==> src/rtl/core/ofi_pkg.sv <==
package ofi_pkg;

  localparam int unsigned CordicSteps = 16;
  localparam logic [31:0] CordicGain  = 32'h26DD3B6A;
  localparam logic [31:0] InvTwoPi    = 32'd683565276;
  localparam logic [23:0] VelMaxMag   = 24'h800000;

  localparam logic [1:0] CfgStartMarker  = 2'd0;
  localparam logic [1:0] CfgEndMarker    = 2'd1;
  localparam logic [1:0] CfgVelocityLimit = 2'd2;

  typedef struct packed {
    logic [7:0]  frame_head;
    logic [7:0]  lin_byte0;
    logic [7:0]  lin_byte1;
    logic [7:0]  lin_byte2;
    logic [7:0]  lin_byte3;
    logic [7:0]  ang_byte0;
    logic [7:0]  ang_byte1;
    logic [7:0]  ang_byte2;
    logic [7:0]  ang_byte3;
    logic [7:0]  frame_tail;
    logic [15:0] elapsed_time;
  } in_t;

  typedef struct packed {
    logic signed [31:0] pos_x;
    logic signed [31:0] pos_y;
    logic [31:0]        heading;
    logic signed [23:0] lin_velocity;
    logic signed [23:0] ang_velocity;
    logic               frame_accepted;
  } out_t;

  typedef struct packed {
    logic               ok;
    logic signed [23:0] lin;
    logic signed [23:0] ang;
    logic [15:0]        dt;
  } job_t;

  typedef struct packed {
    logic [7:0]  start_marker;
    logic [7:0]  end_marker;
    logic [22:0] velocity_limit;
  } cfg_t;

  function automatic logic [31:0] atan_entry(input logic [3:0] i);
    logic [31:0] r;
    case (i)
      4'd0:    r = 32'h20000000;
      4'd1:    r = 32'h12E4051E;
      4'd2:    r = 32'h09FB385B;
      4'd3:    r = 32'h051111D4;
      4'd4:    r = 32'h028B0D43;
      4'd5:    r = 32'h0145D7E1;
      4'd6:    r = 32'h00A2F61E;
      4'd7:    r = 32'h00517C55;
      4'd8:    r = 32'h0028BE53;
      4'd9:    r = 32'h00145F2F;
      4'd10:   r = 32'h000A2F98;
      4'd11:   r = 32'h000517CC;
      4'd12:   r = 32'h00028BE6;
      4'd13:   r = 32'h000145F3;
      4'd14:   r = 32'h0000A2F9;
      4'd15:   r = 32'h0000517C;
      default: r = 32'h0;
    endcase
    return r;
  endfunction

  function automatic logic signed [23:0] lim_apply(input logic [23:0] mag, input logic neg,
                                                   input logic [22:0] limit);
    logic signed [23:0] r;
    if (mag >= {1'b0, limit}) begin
      r = '0;
    end else if (neg) begin
      r = -$signed(mag);
    end else begin
      r = $signed(mag);
    end
    return r;
  endfunction

endpackage

==> src/rtl/core/ofi_queue.sv <==
module ofi_queue (
  input  logic          clk_i,
  input  logic          rst_ni,
  input  logic          push_i,
  input  ofi_pkg::job_t push_data_i,
  output logic          full_o,
  input  logic          pop_i,
  output logic          avail_o,
  output ofi_pkg::job_t pop_data_o
);
  import ofi_pkg::*;

  job_t       mem_q [2];
  logic       wr_q, wr_d, rd_q, rd_d;
  logic [1:0] cnt_q, cnt_d;

  assign full_o     = cnt_q == 2'd2;
  assign avail_o    = cnt_q != 2'd0;
  assign pop_data_o = mem_q[rd_q];

  always_comb begin
    wr_d  = wr_q ^ push_i;
    rd_d  = rd_q ^ pop_i;
    cnt_d = cnt_q + {1'b0, push_i} - {1'b0, pop_i};
  end

  always_ff @(posedge clk_i or negedge rst_ni) begin
    if (!rst_ni) begin
      wr_q  <= 1'b0;
      rd_q  <= 1'b0;
      cnt_q <= '0;
    end else begin
      wr_q  <= wr_d;
      rd_q  <= rd_d;
      cnt_q <= cnt_d;
    end
  end

  always_ff @(posedge clk_i) begin
    if (push_i) begin
      mem_q[wr_q] <= push_data_i;
    end
  end

endmodule

==> config.mk <==
export PLATFORM = sky130hd
export DESIGN_NAME = ofi_queue
export DESIGN_NICKNAME = d
export VERILOG_FILES = /design/src/rtl/core/ofi_pkg.sv /design/src/rtl/core/ofi_queue.sv
export SDC_FILE = /design/constraint.sdc
export NUM_CORES = 1
export LEC_CHECK = 0
export BUFFER_PORTS_ARGS = -buffer_cell sky130_fd_sc_hd__buf_2
export CORE_MARGIN = 4
export CORE_UTILIZATION = 52
export DETAILED_ROUTE_END_ITERATION = 10
export GPL_TIMING_DRIVEN = 0
export PLACE_DENSITY = 0.89
export SYNTH_ARGS = -nofsm -noshare
export SYNTH_HDL_FRONTEND = slang
export SYNTH_SLANG_ARGS = --single-unit
==> constraint.sdc <==
create_clock -name clk_i -period 2.85 [get_ports clk_i]
set_input_delay 0.285 -clock clk_i [delete_from_list [all_inputs] [get_ports clk_i]]
set_output_delay 0.285 -clock clk_i [all_outputs]
set_load 0.05 [all_outputs]
==> metrics.yaml <==
p_seq_frac: 0.336
pin_count: 136
cp_slowest_cell: "dfrtp_1"
finalPower_mw: 8.167
critical_path.top_delay_family: "buffers and inverters"
antenna_found_initial: 0
grt_first_pass_wirelength_um: 16610
hold_depth: 2
vdd_drop_max_uv: 952.7
p_sw_mw: 3.199
power.density_mw_per_mm2: 1138
holdCritPathClass: "input pin to register"
wl_per_cell_um: 17.94
avgSynthCellArea_um2: 23.22
syn-num-nets: 291
reg2regPathDepth: 2
synth_simple_gate_area_frac: 0.002472
io_buffers: 135
synth_area_mm2: 0.005062
tightestPinTransition_ns: 0.9385
start_util: 0.5402
worstHoldEndpoint: "cnt_q[0]"
nNetsFinal: 512
layout-drive-gt1-share: 0.5332
synth.most_common_cell: "edfxtp_1"
synthAdderAreaFrac: 0.009886
cts-root-buf: "clkbuf_8"
synthMuxAreaShare: 0.1742
ys_ff_latch: 134
area_growth_pct: 41.79
min-delay-start: "push_i"
p_comb_frac: 0.406
fmax_mhz: 478.5
r2r_start: "wr_q"
arrival_ns: 1.80
hpwl_um: 5699
timing.rr.end: "mem_q[0][3]"
synth_cell_type_count: 12
yosys.area.top_type: "edfxtp_1"
ys_warn_count: 0
vias: 2830
drv_slew: 0
vias_per_cell: 4.871
status: "completed"
die_w_um: 106.7
synthXorXnorAreaFrac: 0.006426
grt_max_degree: 66
synth-main-ff-cell: "edfxtp_1"
rows: 35
ctsLongestPathBuffers: 2
overflow: 0
placed_cells: 482
htreeDepth: 4
path_cells: "buf_6, buf_6, mux2_4, buf_2"
critical_path_class: "register to primary output"
worst-path-max-fanout: 10
die_y_um: 106.7
first_pass_iters: 4
clock-sinks: 134
synth_compound_area_frac: 0
endpoint_kind: "primary output"
dieArea_mm2: 0.01138
cts_inserted_buffers: 17
setup_viol: 0
final.setup_skew_ns: 0.005705
crit_path_frequent_cell: "buf_6"
synth_top_family_by_area: "multiplexers"
worstSkewPairLatency_ns: 0.51
switching_share: 0.3917
finalWirelength_um: 10430
cellLeakagePower_nw: 2.904
clockPowerShare: 0.258
postSynth.asyncResetShare: 0.02985
n_antenna_cell: 0
antenna_left: 0
drtIter0Drc: 131
finalCriticalPeriod_ns: 2.090
cts_tree: "built"
grt_pass1_vias: 3193
cp_num_buf_inv: 3
period_share: 0.7333
synthCells: 218
required_ns: 2.57
synth_edf_count: 130
core_mm2: 0.009371
p_int_mw: 4.968
synth_top_cells_by_area: "edfxtp_1 (77%), mux2_4 (12%), mux2_2 (5.6%)"
clk_pin_slew_ns: 0.06
finalHoldViolCount: 0
slew_headroom: 0.3743
drc: 0
place.gp.congestion: 0.6776
maxCapViolCount: 0
rsz0062_at_grt: "false"
ys_seq_area_frac: 0.7909
critical-path-max-stage-delay_ns: 0.37
grt_usage: 0.1973
reg2reg_slack_ns: 1.16
final_cells: 581
synth_common_cells: "edfxtp_1 (130), mux2_4 (40), mux2_2 (25), buf_6 (5)"
startpoint_type: "register"
synth_top_cell_area_share: 0.7711
==> state kept, by name, indices dropped and copies added, names as in the netlist <==
name and count:
cnt_q 2, mem_q 130, rd_q 1, wr_q 1
==> timing repair <==
item	4_1_cts	5_1_grt
resized for setup	0	0
hold endpoints to repair	135	0
buffers inserted	0	0
hold buffers	67	0
==> cells by family (layout without fill, tap and decap cells) <==
family | count (synthesis) | count (layout)
flip-flops | 134 | 134
multiplexers | 65 | 65
buffers and inverters | 11 | 245
adder cells (fa/ha/maj) | 4 | 4
XOR/XNOR | 2 | 2
AND/OR/NAND/NOR | 2 | 2
==> cells in the final DEF (no fill, tap or decap), types with 2 or more instances in the layout <==
cell type and n:
ha_1 2, dlygate4sd3_1 67, inv_1 4, bufinv_16 2, clkinv_4 4, edfxtp_1 130, mux2_2 25, buf_2 137
inv_6 4, dfrtp_1 4, inv_8 2, mux2_4 40, buf_6 5, ha_4 2, clkbuf_16 16
==> power by group through the flow <==
stage	registers, mW	logic, mW	clock network, mW
2_1_floorplan	2.75	2.62	0
3_3_place_gp	2.77	3.18	0
3_5_place_dp	2.77	3.24	0
4_1_cts	2.74	3.31	2.14
5_1_grt	2.78	3.46	2.25
6_report	2.75	3.31	2.11
==> layer usage <==
metal,global-route usage,up-vias,routed length [µm]
li1,-,1305,-
met1,0.2016,1379,3677
met2,0.3566,116,5758
met3,0.06562,30,669
met4,0.1023,0,319
met5,0,-,0
==> through the flow <==
stage	area, µm²	util	worst slack, ns	TNS [ns]	hold WS, ns
3_3_place_gp	5899	0.6295	-0.3144	-40.48	0.09042
6_report	7178	0.7660	0.7602	0	0.1411
4_1_cts	7178	0.7660	0.7169	0	0.07906
2_1_floorplan	5062	-	0.4360	0	-0.01059
3_5_place_dp	5924	0.6322	1.164	0	0.09723
5_1_grt	7178	0.7660	0.6527	0	0.1222
==> worst reg2reg max path, cell delays in order (launching register included) <==
cell	delay [ns]
dfrtp_1	0.42
inv_1	0.11
ha_4	0.74
==> how the worst max path moves through the flow <==
stage,start,cells past startpoint,slack [ns],endpoint
floorplan,wr_q,2,0.44,mem_q[0][0]
global placement,push_i,2,-0.31,mem_q[1][16]
detailed placement,wr_q,2,1.16,mem_q[0][17]
CTS,rd_q,4,0.72,pop_data_o[35]
global route,rd_q,4,0.65,pop_data_o[21]
finish,rd_q,4,0.76,pop_data_o[49]
==> area by class of cell <==
class	count	area (µm²)
multi-input cells	73	1002
fillers	546	2193
clock inverters	15	168.9
well taps	129	161.4
flip-flops and latches	134	4004
repair buffers	202	1346
inverters	4	15.01
plain buffers	7	66.31
clock buffers	17	414.1
Note: power is estimated with default switching activity, not from simulation.
