[config.mk]
export PLATFORM = sky130hd
export DESIGN_NAME = ofi_front
export DESIGN_NICKNAME = d
export VERILOG_FILES = /design/src/rtl/core/ofi_pkg.sv /design/src/rtl/core/ofi_front.sv
export SDC_FILE = /design/constraint.sdc
export NUM_CORES = 1
export LEC_CHECK = 0
export ABC_AREA = 1
export BUFFER_PORTS_ARGS = -buffer_cell sky130_fd_sc_hd__buf_2
export CAP_MARGIN = 20
export CORE_UTILIZATION = 30
export DETAILED_ROUTE_END_ITERATION = 12
export PLACE_DENSITY = 0.61
export SYNTH_ARGS = -nofsm -noshare
export SYNTH_HDL_FRONTEND = slang
export SYNTH_SLANG_ARGS = --single-unit
[constraint.sdc]
create_clock -name vclk -period 4.2
set_input_delay 0.21 -clock vclk [all_inputs]
set_output_delay 0.21 -clock vclk [all_outputs]
set_load 0.005 [all_outputs]
[src/rtl/core/ofi_pkg.sv]
package ofi_pkg;

  localparam int unsigned CordicSteps = 16;
  localparam logic [31:0] CordicGain  = 32'h26DD3B6A;
  localparam logic [31:0] InvTwoPi    = 32'd683565276;
  localparam logic [23:0] VelMaxMag   = 24'h800000;

  localparam logic [1:0] CfgStartMarker  = 2'd0;
  localparam logic [1:0] CfgEndMarker    = 2'd1;
  localparam logic [1:0] CfgVelocityLimit = 2'd2;

  typedef struct packed {
    logic [7:0]  frame_head;
    logic [7:0]  lin_byte0;
    logic [7:0]  lin_byte1;
    logic [7:0]  lin_byte2;
    logic [7:0]  lin_byte3;
    logic [7:0]  ang_byte0;
    logic [7:0]  ang_byte1;
    logic [7:0]  ang_byte2;
    logic [7:0]  ang_byte3;
    logic [7:0]  frame_tail;
    logic [15:0] elapsed_time;
  } in_t;

  typedef struct packed {
    logic signed [31:0] pos_x;
    logic signed [31:0] pos_y;
    logic [31:0]        heading;
    logic signed [23:0] lin_velocity;
    logic signed [23:0] ang_velocity;
    logic               frame_accepted;
  } out_t;

  typedef struct packed {
    logic               ok;
    logic signed [23:0] lin;
    logic signed [23:0] ang;
    logic [15:0]        dt;
  } job_t;

  typedef struct packed {
    logic [7:0]  start_marker;
    logic [7:0]  end_marker;
    logic [22:0] velocity_limit;
  } cfg_t;

  function automatic logic [31:0] atan_entry(input logic [3:0] i);
    logic [31:0] r;
    case (i)
      4'd0:    r = 32'h20000000;
      4'd1:    r = 32'h12E4051E;
      4'd2:    r = 32'h09FB385B;
      4'd3:    r = 32'h051111D4;
      4'd4:    r = 32'h028B0D43;
      4'd5:    r = 32'h0145D7E1;
      4'd6:    r = 32'h00A2F61E;
      4'd7:    r = 32'h00517C55;
      4'd8:    r = 32'h0028BE53;
      4'd9:    r = 32'h00145F2F;
      4'd10:   r = 32'h000A2F98;
      4'd11:   r = 32'h000517CC;
      4'd12:   r = 32'h00028BE6;
      4'd13:   r = 32'h000145F3;
      4'd14:   r = 32'h0000A2F9;
      4'd15:   r = 32'h0000517C;
      default: r = 32'h0;
    endcase
    return r;
  endfunction

  function automatic logic signed [23:0] lim_apply(input logic [23:0] mag, input logic neg,
                                                   input logic [22:0] limit);
    logic signed [23:0] r;
    if (mag >= {1'b0, limit}) begin
      r = '0;
    end else if (neg) begin
      r = -$signed(mag);
    end else begin
      r = $signed(mag);
    end
    return r;
  endfunction

endpackage

[src/rtl/core/ofi_front.sv]
module ofi_front (
  input  ofi_pkg::in_t  req_i,
  input  ofi_pkg::cfg_t cfg_i,
  output ofi_pkg::job_t job_o
);
  import ofi_pkg::*;

  function automatic logic [23:0] float_mag(input logic [31:0] b);
    logic [7:0]  ex;
    logic [23:0] sig;
    logic [7:0]  sh;
    logic [23:0] r;
    ex  = b[30:23];
    sig = {1'b1, b[22:0]};
    sh  = 8'd134 - ex;
    if (ex == 8'hFF || ex >= 8'd134) begin
      r = VelMaxMag;
    end else if (ex == 8'd0 || sh >= 8'd24) begin
      r = '0;
    end else begin
      r = sig >> sh[4:0];
    end
    return r;
  endfunction

  logic [31:0] lin_bits;
  logic [31:0] ang_bits;

  assign lin_bits = {req_i.lin_byte3, req_i.lin_byte2, req_i.lin_byte1, req_i.lin_byte0};
  assign ang_bits = {req_i.ang_byte3, req_i.ang_byte2, req_i.ang_byte1, req_i.ang_byte0};

  assign job_o.ok  = (req_i.frame_head == cfg_i.start_marker) &&
                     (req_i.frame_tail == cfg_i.end_marker);
  assign job_o.lin = lim_apply(float_mag(lin_bits), lin_bits[31], cfg_i.velocity_limit);
  assign job_o.ang = lim_apply(float_mag(ang_bits), ang_bits[31], cfg_i.velocity_limit);
  assign job_o.dt  = req_i.elapsed_time;

endmodule

==> results of run 1 <==
-- cell type report --
cell class / count / area [µm²]
repair buffers: 190 / 1010
diodes: 3 / 7.51
multi-input cells: 1036 / 5340
inverters: 140 / 536
well taps: 270 / 338
fillers: 2349 / 13100
-- report_power, final --
part           internal, mW  switching (mW)  leakage (nW)
logic                 0.301           0.547          4.56
clock network  0.0000000955               0     0.0000190
registers                 0               0             0
total                 0.301           0.547          4.56
-- cell families (layout without fill, tap and decap cells) --
kind of cell,count (synthesis),count (layout),share of synthesized area [%]
AOI/OAI and AO/OA,107,107,9.50
buffers and inverters,203,330,14.7
and+or+nand+nor,837,837,59.3
other,0,3,0
adders and majority gates,56,56,11.2
xor gates and xnor gates,36,36,5.27
-- through the flow --
step / hold slack, ns / area (µm²) / utilization, % / worst slack (ns) / instances
3_5_place_dp: 0.420 / 7220 / 35.5 / 0.459 / 1636
3_3_place_gp: 0.420 / 7220 / 35.5 / 0.478 / 1636
2_1_floorplan: 0.501 / 6270 / - / 0.597 / 1239
6_report: 0.420 / 7230 / 35.5 / 0.404 / 1639
4_1_cts: 0.420 / 7220 / 35.5 / 0.457 / 1636
5_1_grt: 0.420 / 7220 / 35.5 / 0.0339 / 1636
-- worst paths after layout --
kind      start   endpoint  depth (start not counted)
max   req_i[56]  job_o[41]                         22
min   req_i[12]  job_o[12]                          0
-- placed cells by master (no fill, tap or decap), types with 3 or more instances in the layout --
cell / instances
inv_1: 127
nand2_2: 7
nor2_1: 144
nand3_1: 232
a211oi_1: 4
nand2_1: 391
nor2_2: 8
a21oi_1: 37
xnor2_1: 12
diode_2: 3
o21ai_0: 33
ha_1: 56
nor3_1: 5
o21ai_1: 17
nand3_2: 7
buf_4: 22
nand4_1: 23
or2_2: 3
o21ai_2: 5
inv_2: 9
buf_2: 168
o221ai_1: 3
inv_4: 4
xor2_1: 22
nor2_8: 3
nand3b_1: 5
-- layer usage --
layer  wire [µm]  vias up
li1            -     4267
met1        9950     3631
met2        9400      327
met3        1410       37
met4         620        2
met5          12        -
==> flow_summary.toml, run 1 <==
[final_layout]
seq_area_um2 = 0
area_delta_synth_final_pct = 15.4
seq_cells = 0
nNetsFinal = 1559
drive_above_1_share_pct = 17.9
clkbuf_count = 0

[critical_path]
path_class = "input pin to primary output"
startpoint_type = "input pin"
path_delay_family = "simple AND/OR/NAND/NOR gates"
crit_chain = "buf_2, inv_1, ha_1, inv_1, nand3_1, nand3_1, nand3_1, o21ai_0, nand2_1, nand3_2, inv_1, ha_1, a21oi_1, nor2_1, a211oi_1, o221ai_1, nand3_1, nand3_2, nor2_8, inv_4, a21oi_1, buf_2"
worstPathArrival_ns = 3.59
crit_top_cell = "nand3_1"
end_kind = "primary output"
max_stage_delay_ns = 0.42
crit_slowest_cell = "inv_1"
timing.critical_path.buf_inv = 6
crit_path_max_fanout = 18
required_ns = 3.99

[cts]
postCtsSetupBuffers = 0
cts_resized = 0
hold_buffers = 0

[pwr]
powerDensity_nw_per_um2 = 117
peakVddDrop_v = 0.0000779
cellLeakagePower_nw = 4.56
p_total_uw = 848

[timing]
finalMaxSlewViolations = 0
worst_pin_slew_ns = 0.559
fmax_mhz = 263
finalWorstPathRequiredPeriod_ns = 3.80
grt_setup_unrepaired = "no"
hold_viol_final = 0
setup_viol = 0
period_share_pct = 90.4
relSlewSlack_pct = 62.7
fin_tns_setup_ns = 0

[yosys]
syn-cell-area_um2 = 6270
synth_top_area_share_pct = 23.4
yosysUniqueCellTypes = 41
synth_top_cell_by_area = "nand2_1"
synth.area.top_cells = "nand2_1, nand3_1, ha_1"
syn_nets = 1430
synthMostInstantiatedCell = "nand2_1"
syn_avg_cell_area_um2 = 5.06
synth_seq_area_share_pct = 0
ys_warn_count = 0
syn_inst = 1239
synth_commonest_cells = "nand2_1, nand3_1, nor2_1"

[die]
dieArea_um2 = 21500
ios = 200
die_h_um = 147
core_um2 = 20400
rows = 52
fp.dieW_um = 147
start_util_pct = 30.8

[route]
drtIter0Drc = 570
routed_wl_um = 21400
drtPass1Iterations = 5
via_per_inst = 5.04
drtAntennaViolNets = 0
num_vias = 8264
drcViolationCount = 0
drt-wirelength-per-cell_um = 13.1

[placement]
gp_congestion = 0.917
port_buffers = 168
hpwl_um = 18400

[run]
maxCapViolCount = 0

[global_routing]
overflow = 0
grt_util_met1_pct = 26.2
grt.busiest_layer = "met2"
grtUsageMet2_pct = 32.6
grt_use_met3_pct = 1.84
grt_usage_pct = 19.4
grt_antenna_before_repair = 4
grt_max_degree = 28
grt_pass1_wl_um = 35000
first_global_vias = 7401

[outcome]
status = "completed"

[worst_hold_path]
worstHoldPathType = "input pin to primary output"
(Power assumes the default switching activity.)
==> inputs of run 2 (changes only) <==
==> constraint.sdc (replaced) <==
create_clock -name vclk -period 4.7
set_input_delay 0.235 -clock vclk [all_inputs]
set_output_delay 0.235 -clock vclk [all_outputs]
set_load 0.005 [all_outputs]
==> flow_summary.toml, run 2 (synthesis results as in run 1) <==
[placement]
dpl_worst_slack_ns = 0.622
port_buffers = 168
dp_cells = 1627
gp_congestion = 0.933
hpwl_um = 17900

[pwr]
pwr-share-comb_pct = 100.0
p_sw_uw = 485
intPower_uw = 261
p_sw_share_pct = 65.0
cellLeakagePower_nw = 4.51
p_clk_share_pct = 0
p_seq_share_pct = 0
p_total_uw = 746
peakVddDrop_v = 0.0000573
powerDensity_nw_per_um2 = 104

[critical_path]
required_ns = 4.47
path_class = "input pin to primary output"
startpoint_type = "input pin"
crit_top_cell = "inv_1"
worstPathArrival_ns = 3.92
timing.critical_path.buf_inv = 7
crit_path_max_fanout = 27
crit_slowest_cell = "inv_1"
path_delay_family = "buffers and inverters"
crit_chain = "buf_2, inv_2, ha_1, inv_1, nand3_1, nand2_1, nand2_1, o21ai_1, nor2_1, o21ai_1, nor2_2, inv_1, ha_1, inv_1, a21oi_1, nor2_1, a211oi_1, o221ai_1, nand3_1, nand3_2, nor2_8, inv_4, a21oi_1, buf_2"
end_kind = "primary output"
max_stage_delay_ns = 0.44

[timing]
period_share_pct = 88.3
relSlewSlack_pct = 55.6
worst_pin_slew_ns = 0.665
finalMaxSlewViolations = 0
setup_viol = 0
grt_setup_unrepaired = "no"
fin_ws_ns = 0.549
fmax_mhz = 241
finalWorstPathRequiredPeriod_ns = 4.15
fin_tns_setup_ns = 0
hold_viol_final = 0

[cts]
postCtsSetupBuffers = 0
cts_resized = 0
hold_buffers = 0

[route]
drtPass1Iterations = 5
drtIter0Drc = 497
drt-wirelength-per-cell_um = 12.9
num_vias = 8147
routed_wl_um = 21100
drtAntennaViolNets = 0
via_per_inst = 5.00
drcViolationCount = 0

[die]
dieArea_um2 = 21500
fp.dieW_um = 147
rows = 52
ios = 200
die_h_um = 147
start_util_pct = 30.8
core_um2 = 20400

[global_routing]
grt_antenna_before_repair = 5
first_global_vias = 7374
overflow = 0
grt_pass1_wl_um = 34500
grt_usage_pct = 19.1
grt_max_degree = 31

[final_layout]
fill_cells = 2332
seq_area_um2 = 0
layout_commonest_cell = "nand2_1"
area_delta_synth_final_pct = 14.3
drive_above_1_share_pct = 17.3
nNetsFinal = 1550
seq_cells = 0
mostFrequentLayoutCells = "nand2_1, nand3_1, buf_2, nor2_1, inv_1"
clkbuf_count = 0
stdcell_count = 1631

[worst_hold_path]
worstHoldPathType = "input pin to primary output"

[run]
maxCapViolCount = 0

[outcome]
status = "completed"
## run 2: cell count changes in the layout (fill, tap and decap cells not counted)
| cell | change |
|---|---|
| buf_4 | -9 |
| diode_2 | +1 |
## run 2: per-layer routing
metal / global-route usage [%] / wire length [µm]
met5: 0 / 13
met2: 33.1 / 9510
met4: 4.01 / 446
met3: 1.97 / 1500
met1: 25.4 / 9590
## run 2: layout make-up
| cell class | instances | area (µm²) | area share (%) |
|---|---|---|---|
| diodes | 4 | 10.0 | 0.140 |
| inverters | 140 | 536 | 7.47 |
| multi-input cells | 1036 | 5340 | 74.6 |
| well taps | 270 | 338 | 4.71 |
| repair buffers | 181 | 938 | 13.1 |
## run 2: per-stage QoR
stage | instance area (µm²) | util, % | hold WS [ns]
final | 7170 | 35.2 | 0.470
after global routing | 7160 | 35.1 | 0.470
after CTS | 7160 | 35.1 | 0.470
after detailed placement | 7160 | 35.1 | 0.470
after global placement | 7160 | 35.1 | 0.470
after floorplan | 6270 | - | 0.551
## run 2: power groups by stage
stage | Sequential, mW | Clock (mW) | Combinational (mW)
2_1_floorplan | 0 | 0 | 0.541
3_3_place_gp | 0 | 0 | 0.734
3_5_place_dp | 0 | 0 | 0.737
4_1_cts | 0 | 0 | 0.740
5_1_grt | 0 | 0 | 0.845
6_report | 0 | 0.000000114 | 0.746
## run 2: worst paths after layout
kind,cells after the start,to,start,slack [ns]
max,24,job_o[41],req_i[71],0.55
min,0,job_o[12],req_i[12],0.47
==> inputs of run 3 (changes only) <==
==> constraint.sdc (replaced) <==
create_clock -name vclk -period 4.49
set_input_delay 0.2245 -clock vclk [all_inputs]
set_output_delay 0.2245 -clock vclk [all_outputs]
set_load 0.005 [all_outputs]
==> flow_summary.toml, run 3 (synthesis results as in run 1) <==
[route]
num_vias = 8209
drtAntennaViolNets = 0
via_per_inst = 5.02
drtIter0Drc = 595
drt-wirelength-per-cell_um = 13.0
routed_wl_um = 21200
drtPass1Iterations = 5
drcViolationCount = 0

[final_layout]
layout_commonest_cell = "nand2_1"
area_delta_synth_final_pct = 14.8
clkbuf_count = 0
nNetsFinal = 1553
seq_area_um2 = 0
stdcell_count = 1634
final_util_pct = 35.3
drive_above_1_share_pct = 17.6
mostFrequentLayoutCells = "nand2_1, nand3_1, buf_2, nor2_1, inv_1"
seq_cells = 0

[global_routing]
first_global_vias = 7407
grt_max_degree = 28
overflow = 0
grt_pass1_wl_um = 35200
grt_antenna_before_repair = 5
grt_usage_pct = 19.4

[timing]
fin_tns_setup_ns = 0
fmax_mhz = 244
setup_viol = 0
grt_setup_unrepaired = "no"
period_share_pct = 91.2
finalWorstPathRequiredPeriod_ns = 4.10
finalMaxSlewViolations = 0
hold_viol_final = 0
relSlewSlack_pct = 70.3
worst_pin_slew_ns = 0.446

[die]
core_um2 = 20400
rows = 52
start_util_pct = 30.8
dieArea_um2 = 21500
ios = 200
die_h_um = 147
fp.dieW_um = 147

[critical_path]
worstPathArrival_ns = 3.87
startpoint_type = "input pin"
crit_path_max_fanout = 27
path_class = "input pin to primary output"
end_kind = "primary output"
required_ns = 4.27

[placement]
port_buffers = 168
hpwl_um = 18200
dp_cells = 1630
gp_congestion = 0.936

[outcome]
status = "completed"

[run]
maxCapViolCount = 0

[cts]
hold_buffers = 0
postCtsSetupBuffers = 0

[pwr]
peakVddDrop_v = 0.0000741
powerDensity_nw_per_um2 = 109
cellLeakagePower_nw = 4.52

[worst_hold_path]
worstHoldPathType = "input pin to primary output"
-- run 3: cell count changes in the layout (fill, tap and decap cells not counted) --
cell        previous run  this run
buf_4                 13        16
clkinvlp_4             0         1
buf_2                168       167
clkbuf_4               0         1
inv_1                127       126
-- run 3: critical path: stages --
cell and delay, ns:
clkbuf_4 0.28, inv_2 0.07, ha_1 0.34, clkinvlp_4 0.32
nand3_1 0.23, nand3_1 0.13, a21oi_1 0.23, nand2b_1 0.16
nand3_2 0.11, inv_1 0.10, ha_1 0.25, a21oi_1 0.15
nor2_1 0.05, a211oi_1 0.18, o221ai_1 0.16, nand3_1 0.12
nand3_2 0.11, nor2_8 0.19, inv_4 0.12, nor2_1 0.19
buf_2 0.15
-- run 3: area by class of cell --
class | instances | area, µm²
multi-input cells | 1036 | 5340
fillers | 2392 | 13200
well taps | 270 | 338
diodes | 4 | 10.0
inverters | 140 | 539
repair buffers | 184 | 963
-- run 3: timing repair --
item,CTS,global route
hold endpoints to repair,0,0
setup endpoints to repair,0,8
gates resized for setup,0,2
-- run 3: final timing paths --
kind / end / slack, ns / cells after the start / start
setup / recovery: job_o[40] / 0.39 / 21 / req_i[71]
hold / removal: job_o[12] / 0.45 / 0 / req_i[12]
-- run 3: per-stage QoR --
step | power (mW) | worst slack (ns) | cell area, µm² | hold WS, ns
6_report | 0.787 | 0.393 | 7190 | 0.449
5_1_grt | 0.890 | 0.109 | 7180 | 0.449
4_1_cts | 0.781 | 0.333 | 7180 | 0.449
3_5_place_dp | 0.778 | 0.339 | 7180 | 0.449
3_3_place_gp | 0.774 | 0.352 | 7180 | 0.449
2_1_floorplan | 0.567 | 0.858 | 6270 | 0.530
-- run 3: layer usage --
metal | vias to the layer above | GRT usage (%) | share of wire (%)
met3 | 31 | 2.06 | 7.0
li1 | 4255 | - | -
met2 | 301 | 33.1 | 45
met5 | - | 0 | 0.061
met4 | 2 | 4.27 | 2.2
met1 | 3620 | 26.1 | 46
-- run 3: report_power, final --
part | switching [mW] | internal (mW) | total [mW]
Sequential | 0 | 0 | 0
Clock | 0 | 0.000000119 | 0.000000119
Combinational | 0.510 | 0.276 | 0.787
